<file path="config.mk">
export PLATFORM = sky130hd
export DESIGN_NAME = streaming_top_k_kth_largest_top
export DESIGN_NICKNAME = d
export VERILOG_FILES = /design/src/design/stkk_pkg.sv /design/src/design/stkk_cell.sv /design/src/design/streaming_top_k_kth_largest_top.sv
export VERILOG_INCLUDE_DIRS = /design/src /design/src/design
export SDC_FILE = /design/constraint.sdc
export NUM_CORES = 2
export LEC_CHECK = 0
export ABC_AREA = 1
export BUFFER_PORTS_ARGS = -buffer_cell sky130_fd_sc_hd__buf_2
export CORE_MARGIN = 2
export CORE_UTILIZATION = 66
export CTS_CLUSTER_SIZE = 12
export DETAILED_ROUTE_END_ITERATION = 12
export PLACE_DENSITY = 0.85
export SYNTH_ARGS = -nofsm -noshare
export SYNTH_HDL_FRONTEND = slang
export SYNTH_SLANG_ARGS = --single-unit
</file>
<file path="constraint.sdc">
create_clock -name clock -period 13.3 [get_ports clock]
set_input_delay 2.66 -clock clock [delete_from_list [all_inputs] [get_ports clock]]
set_output_delay 2.66 -clock clock [all_outputs]
set_load 0.01 [all_outputs]
</file>
<file path="src/design/streaming_top_k_kth_largest_top_macros.svh">
// Assertion macros for the streaming k-th largest selector.
`ifndef STREAMING_TOP_K_KTH_LARGEST_TOP_MACROS_SVH
`define STREAMING_TOP_K_KTH_LARGEST_TOP_MACROS_SVH

`ifndef SYNTHESIS

// Same-cycle implication, checked at every rising edge outside reset.
`define STKK_ASSERT_NOW(label, clk, rst, ante, cons, msg) \
   label: assert property (@(posedge clk) disable iff (rst) (ante) |-> (cons)) \
      else $error(msg);

// Next-cycle implication.
`define STKK_ASSERT_NEXT(label, clk, rst, ante, cons, msg) \
   label: assert property (@(posedge clk) disable iff (rst) (ante) |=> (cons)) \
      else $error(msg);

`else

`define STKK_ASSERT_NOW(label, clk, rst, ante, cons, msg)
`define STKK_ASSERT_NEXT(label, clk, rst, ante, cons, msg)

`endif

`endif

</file>
<file path="src/design/stkk_pkg.sv">
// Shared constants and types for the streaming k-th largest selector.
package stkk_pkg;

   localparam int DATA_W = 32;
   localparam int RANK_W = 5;

   // Broadcast from the controller to every cell of the chain.
   typedef struct packed {
      logic              write_en;  // cells load their next value
      logic              replace;   // 1: drop smallest and insert, 0: plain insert
      logic [DATA_W-1:0] key;       // incoming sample, two's complement
   } stkk_ctrl_type;

endpackage

</file>
<file path="src/design/stkk_cell.sv">
// One cell of the sorted chain: holds one kept value, shifts with its neighbors.
module stkk_cell (
   input  logic                         clock,
   input  stkk_pkg::stkk_ctrl_type      ctrl,
   input  logic                         head,
   input  logic                         occupied,
   input  logic [stkk_pkg::DATA_W-1:0]  prev_value,
   input  logic                         prev_gt,
   input  logic [stkk_pkg::DATA_W-1:0]  next_value,
   input  logic                         next_lt,
   output logic [stkk_pkg::DATA_W-1:0]  value,
   output logic [stkk_pkg::DATA_W-1:0]  value_next,
   output logic                         gt,
   output logic                         lt
);
   import stkk_pkg::*;

   logic [DATA_W-1:0] value_ff;
   logic [DATA_W-1:0] value_in;

   assign gt = occupied && ($signed(value_ff) > $signed(ctrl.key));
   assign lt = occupied && ($signed(value_ff) < $signed(ctrl.key));

   always_comb begin
      value_in = value_ff;
      if (ctrl.replace) begin
         // smallest leaves; smaller values slide toward the head
         if (next_lt) begin
            value_in = next_value;
         end else if (lt || head) begin
            value_in = ctrl.key;
         end
      end else begin
         // larger values slide away from the head; key lands at the gap
         if (prev_gt) begin
            value_in = prev_value;
         end else if (gt || !occupied) begin
            value_in = ctrl.key;
         end
      end
   end

   always_ff @(posedge clock) begin
      if (ctrl.write_en) begin
         value_ff <= value_in;
      end
   end

   assign value      = value_ff;
   assign value_next = value_in;

endmodule

</file>
<file path="src/design/streaming_top_k_kth_largest_top.sv">
// Top level of the streaming k-th largest selector: control, cell chain, result register.
`include "streaming_top_k_kth_largest_top_macros.svh"

// Usage
//   req: one beat per sample. tdata = sample_value (signed, 32 bits), tlast = end_of_set.
//   rsp: one beat per set, sent after the tlast beat. tdata = kth_largest (signed,
//        32 bits), tuser = set_shorter_than_k (set held fewer than k values; the
//        result is then the set minimum).
//   csr: write rank_k (5 bits). 0 acts as 1, values above MAX_RANK act as MAX_RANK.
//        A write drops any partial set. Write only while the block is idle.
// Throughput: one req beat per cycle while req_tready is high. Every cell of the chain
//   compares against the sample in parallel and shifts one place in the same cycle, so
//   no beat waits on another.
// Latency: the rsp beat is valid the cycle after the tlast beat is accepted.
// Stall: the result sits in the rsp register; req_tready drops only while that
//   register holds an untaken result and rsp_tready is low.
// Reset: rank_k returns to 1, the kept count to 0, no result pending. Kept values
//   need no clearing pass since only entries below the count are ever read.
module streaming_top_k_kth_largest_top #(
   parameter int MAX_RANK = 16
) (
   input  logic                          clock,
   input  logic                          reset,
   // sample beats
   input  logic                          req_tvalid,
   output logic                          req_tready,
   input  logic [stkk_pkg::DATA_W-1:0]   req_tdata,   // [31:0] sample_value
   input  logic                          req_tlast,   // end_of_set
   // result beats
   output logic                          rsp_tvalid,
   input  logic                          rsp_tready,
   output logic [stkk_pkg::DATA_W-1:0]   rsp_tdata,   // [31:0] kth_largest
   output logic                          rsp_tuser,   // [0] set_shorter_than_k
   // rank register write
   input  logic                          csr_valid,
   output logic                          csr_ready,
   input  logic [stkk_pkg::RANK_W-1:0]   csr_wdata    // [4:0] rank_k
);
   import stkk_pkg::*;

   localparam int CNT_W = $clog2(MAX_RANK + 1);
   localparam int EXT_W = (CNT_W > RANK_W) ? CNT_W : RANK_W;

   // rank and fill state
   logic [CNT_W-1:0]  k_eff_ff,  k_eff_in;
   logic [CNT_W-1:0]  count_ff,  count_in;

   // result register
   logic              rsp_valid_ff, rsp_valid_in;
   logic [DATA_W-1:0] rsp_data_ff,  rsp_data_in;
   logic              rsp_short_ff, rsp_short_in;

   logic              req_accept;
   logic              csr_accept;
   logic              full;
   logic [CNT_W:0]    count_plus;
   stkk_ctrl_type     ctrl;

   // chain wiring
   logic [DATA_W-1:0] cell_value [MAX_RANK];
   logic [DATA_W-1:0] cell_next  [MAX_RANK];
   logic              cell_gt    [MAX_RANK];
   logic              cell_lt    [MAX_RANK];

   assign csr_ready  = 1'b1;
   assign csr_accept = csr_valid && csr_ready;
   assign req_tready = !rsp_valid_ff || rsp_tready;
   assign req_accept = req_tvalid && req_tready;

   assign full       = (count_ff >= k_eff_ff);
   assign count_plus = {1'b0, count_ff} + {{CNT_W{1'b0}}, 1'b1};

   // Not full: plain sorted insert. Full: replace the head only if the
   // sample is not below it, otherwise the sample is dropped.
   always_comb begin
      ctrl.key      = req_tdata;
      ctrl.replace  = full;
      ctrl.write_en = req_accept &&
                      (!full || ($signed(req_tdata) >= $signed(cell_value[0])));
   end

   // effective rank, clamped to 1..MAX_RANK at write time
   always_comb begin
      k_eff_in = k_eff_ff;
      if (csr_accept) begin
         if (csr_wdata == '0) begin
            k_eff_in = CNT_W'(1);
         end else if (EXT_W'(csr_wdata) > EXT_W'(MAX_RANK)) begin
            k_eff_in = CNT_W'(MAX_RANK);
         end else begin
            k_eff_in = CNT_W'(csr_wdata);
         end
      end
   end

   always_comb begin
      count_in = count_ff;
      if (csr_accept) begin
         count_in = '0;
      end else if (req_accept) begin
         if (req_tlast) begin
            count_in = '0;
         end else if (!full) begin
            count_in = count_plus[CNT_W-1:0];
         end
      end
   end

   // result is the head after this beat's update
   always_comb begin
      rsp_valid_in = rsp_valid_ff && !rsp_tready;
      rsp_data_in  = rsp_data_ff;
      rsp_short_in = rsp_short_ff;
      if (req_accept && req_tlast) begin
         rsp_valid_in = 1'b1;
         rsp_data_in  = ctrl.write_en ? cell_next[0] : cell_value[0];
         rsp_short_in = !full && (count_plus < {1'b0, k_eff_ff});
      end
   end

   always_ff @(posedge clock) begin
      if (reset) begin
         k_eff_ff     <= CNT_W'(1);
         count_ff     <= '0;
         rsp_valid_ff <= 1'b0;
      end else begin
         k_eff_ff     <= k_eff_in;
         count_ff     <= count_in;
         rsp_valid_ff <= rsp_valid_in;
      end
   end

   always_ff @(posedge clock) begin
      rsp_data_ff  <= rsp_data_in;
      rsp_short_ff <= rsp_short_in;
   end

   assign rsp_tvalid = rsp_valid_ff;
   assign rsp_tdata  = rsp_data_ff;
   assign rsp_tuser  = rsp_short_ff;

   // Sorted chain, ascending from cell 0 (the smallest kept value).
   for (genvar i = 0; i < MAX_RANK; i++) begin : g_cell
      logic [DATA_W-1:0] prev_value;
      logic              prev_gt;
      logic [DATA_W-1:0] next_value;
      logic              next_lt;

      if (i == 0) begin : g_first
         assign prev_value = req_tdata;
         assign prev_gt    = 1'b0;
      end else begin : g_mid_prev
         assign prev_value = cell_value[i-1];
         assign prev_gt    = cell_gt[i-1];
      end

      if (i == MAX_RANK - 1) begin : g_last
         assign next_value = req_tdata;
         assign next_lt    = 1'b0;
      end else begin : g_mid_next
         assign next_value = cell_value[i+1];
         assign next_lt    = cell_lt[i+1];
      end

      stkk_cell u_cell (
         .clock      (clock),
         .ctrl       (ctrl),
         .head       (i == 0),
         .occupied   (CNT_W'(i) < count_ff),
         .prev_value (prev_value),
         .prev_gt    (prev_gt),
         .next_value (next_value),
         .next_lt    (next_lt),
         .value      (cell_value[i]),
         .value_next (cell_next[i]),
         .gt         (cell_gt[i]),
         .lt         (cell_lt[i])
      );
   end

   // ---- checks ----
   `STKK_ASSERT_NOW(a_count_within_rank, clock, reset, 1'b1, count_ff <= k_eff_ff, "kept count above rank")
   `STKK_ASSERT_NOW(a_rank_in_range, clock, reset, 1'b1, (k_eff_ff != '0) && (k_eff_ff <= CNT_W'(MAX_RANK)), "effective rank out of range")
   `STKK_ASSERT_NEXT(a_clear_after_last, clock, reset, req_accept && req_tlast, (count_ff == '0) && rsp_valid_ff, "set not closed after last beat")

endmodule
</file>
==> flow_summary.toml <==
[run_status]
status = "completed"

[routing]
drt-initial-drc-count = 7003
route.detailed.drc = 0
viasPerCell = 6.39
postRouteAntennaNets = 0
drt-wirelength-per-cell_um = 21.0
wl_met1_um = 59600
drt-total-wl_um = 156000
routed.top_layer = "met5"
dr.pass1.iters = 7
dr_wl_met3_um = 18900
vias = 47400
wl_met2_um = 69100

[place]
gp_congestion = 0.969
portBuffers = 77
dp_hpwl_um = 108000
placed_cell_area_mm2 = 0.0483

[synth]
syn_area_mm2 = 0.0477
syn_avg_cell_area_um2 = 7.24
syn_inst = 6589
synthesis.nets = 7155
synth.top_cell.area_share_pct = 32.3
synth_top_area_cell = "edfxtp_1"
ys_types = 41
synth.area.top_cells = "edfxtp_1 (32%), nand2_1 (17%), ha_1 (14%)"
yosysSeqAreaShare_pct = 34.1
ys_ff_latch = 556
yosys_warnings = 0

[worst_setup_path]
crit_path_max_fanout = 43
worst_ep_arrival_time_ns = 7.18
crit_chain = "buf_2 > inv_2 > ha_1 > nand2_1 > nor2_1 > nand3_1 > nor4_2 > nand2_1 > nand3_1 > nand3_2 > nand3_1 > nand2_1 > nor2_2 > buf_4"
max_stage_delay_ns = 0.73
cp_slowest_cell = "nand3_2"
cp-start-kind = "primary input"
critPathKind = "in2reg"
cp.depth = 14
endpoint_kind = "register"
crit_family = "simple AND/OR/NAND/NOR gates"
r2r_cells = 14
crit_buf_inv = 3
crit_required_ns = 13.56

[global_route]
grt_pass1_wl_um = 245000
grt_pass1_vias = 43900
grt_max_degree = 136
grt_util_all_layers_pct = 41.3
antenna_found_initial = 7
grt.overflow.total = 0

[cells_and_area]
area_growth_pct = 5.58
fin_area_mm2 = 0.0504
utilization_pct = 70.5
drive_above_1_share_pct = 5.97
nets = 6976

[timing]
skew_ns = 0.0316
timing.fmax_mhz = 144
rsz0062_at_grt = "no"
setup_violations = 0
tns_ns = 0
worst_pin_slew_ns = 1.05
relSlewSlack_pct = 30.1
hold_violations = 0
slew_viol_final = 0
period_share_pct = 52.1
min_period_ns = 6.92

[clock_network]
tritoncts.num_buffers = 69
clkSlewWorstSetupHoldPaths_ns = 0.05
h-tree-depth = 3
worstSkewPairLatency_ns = 0.63
cts_setup_buffers = 0
hold_buffers = 0
cts_root_buffer = "clkbuf_16"
cts_tree = "done"
cts_num_sinks = 556
clk_path_buf_depth = 3
cts_resized = 0

[floorplan]
io_pins = 79
core-area_mm2 = 0.0715
die_w_um = 273
start_util_pct = 66.8
fp.dieH_um = 273
fp-row-count = 98
dieArea_mm2 = 0.0745

[hold_path]
hold_class = "reg2reg"
hold_path_depth = 2

[power]
p_leak_nw = 24.5
power.density_mw_per_mm2 = 131
peakVddDrop_mv = 0.139

[run]
maxCapViolCount = 0
## metal layers
metal / track usage [%] / vias to the layer above
met1: 55.3 / 21600
met2: 64.6 / 3181
met4: 20.2 / 6
li1: - / 22100
met3: 7.57 / 517
met5: 0 / -
## registers in the layout, summed over array words and instances, names as in the netlist
signal / flops
k_eff_ff: 5
rsp_tdata: 32
g_cell.u_cell.value: 512
count_ff: 5
rsp_tvalid: 1
rsp_tuser: 1
## synth_stat cells, drive strengths merged
cell     count
xnor2        1
edfxtp     513
conb         1
a21o         5
xor2         1
dfxtp       43
a21oi      336
inv        641
nand4      314
o21bai       3
nor2       301
clkbuf     204
nor3        17
ha         523
a31oi        3
a211oi       5
and2         1
nor4        14
clkinv       3
o21ai      214
o21a        17
o211ai     300
buf        231
nand2     2198
nand3      675
a2111oi      1
nand3b      24
## through the flow
step | hold slack [ns] | total power [mW] | std cells | setup WS, ns
after floorplan | 0.468 | 4.09 | 6589 | 6.31
after global placement | 0.526 | 4.67 | 7289 | 6.03
after detailed placement | 0.527 | 4.75 | 7289 | 5.98
after CTS | 0.539 | 6.52 | 7414 | 6.61
after global routing | 0.572 | 6.92 | 7415 | 6.29
final | 0.535 | 6.59 | 7417 | 6.38
## path summary, 6_finish.rpt
check                                startpoint                              endpoint  slack, ns
max                               req_tdata[30]  g_cell[11].u_cell.value[8]$_DFFE_PP_       6.38
min          g_cell[0].u_cell.value[24]$_DFF_P_    g_cell[0].u_cell.value[24]$_DFF_P_       0.54
max reg2reg            count_ff[0]$_SDFFE_PP0P_   g_cell[6].u_cell.value[3]$_DFFE_PP_       7.35
min reg2reg  g_cell[0].u_cell.value[24]$_DFF_P_    g_cell[0].u_cell.value[24]$_DFF_P_       0.54
## worst reg2reg max path, cell delays in order, from the launching register on
cell and delay, ns:
dfxtp_1 0.62, inv_1 0.27, ha_1 0.34, nand2_1 0.05, inv_1 0.06, nand4_1 0.13, nand3_4 0.42, buf_12 0.51
buf_4 0.79, buf_4 0.98, nor2_1 0.19, nand3_1 0.15, nand2_1 0.09, nor2_2 0.67, buf_4 0.40
## layout by cell type, fill, tap and decap left out, drive strengths merged, types with 214 or more instances in the layout
cell / instances
o21ai: 214
inv: 645
ha: 523
o211ai: 300
nand4: 314
nand2: 2198
edfxtp: 513
nor2: 301
nand3: 675
a21oi: 336
## cells by family (layout without fill, tap and decap cells)
logic type / count (synthesis) / after routing / share of synthesized area [%]
buffers and inverters: 1079 / 954 / 9.15
other: 1 / 4 / 0.00786
adders and majority gates: 523 / 523 / 13.7
xor gates and xnor gates: 2 / 2 / 0.0367
DFF: 556 / 556 / 34.1
AOI/OAI and AO/OA: 884 / 884 / 11.0
and+or+nand+nor: 3544 / 3544 / 32.0
## power by group
group | leakage, nW | internal, mW | total, mW | switching [mW]
Combinational | 18.3 | 0.668 | 2.17 | 1.50
Sequential | 5.20 | 2.37 | 2.63 | 0.260
Clock | 1.01 | 1.01 | 1.79 | 0.785
## final cells by class
| cell class | count | area [um^2] |
|---|---|---|
| Sequential cell | 556 | 16300 |
| Clock buffer | 101 | 1930 |
| Fill cell | 5853 | 21100 |
| Timing Repair Buffer | 185 | 1210 |
| Clock inverter | 24 | 134 |
| Tap cell | 950 | 1190 |
| Antenna cell | 3 | 7.51 |
| Multi-Input combinational cell | 4954 | 27200 |
| Inverter | 644 | 2430 |
(Power assumes the default switching activity.)
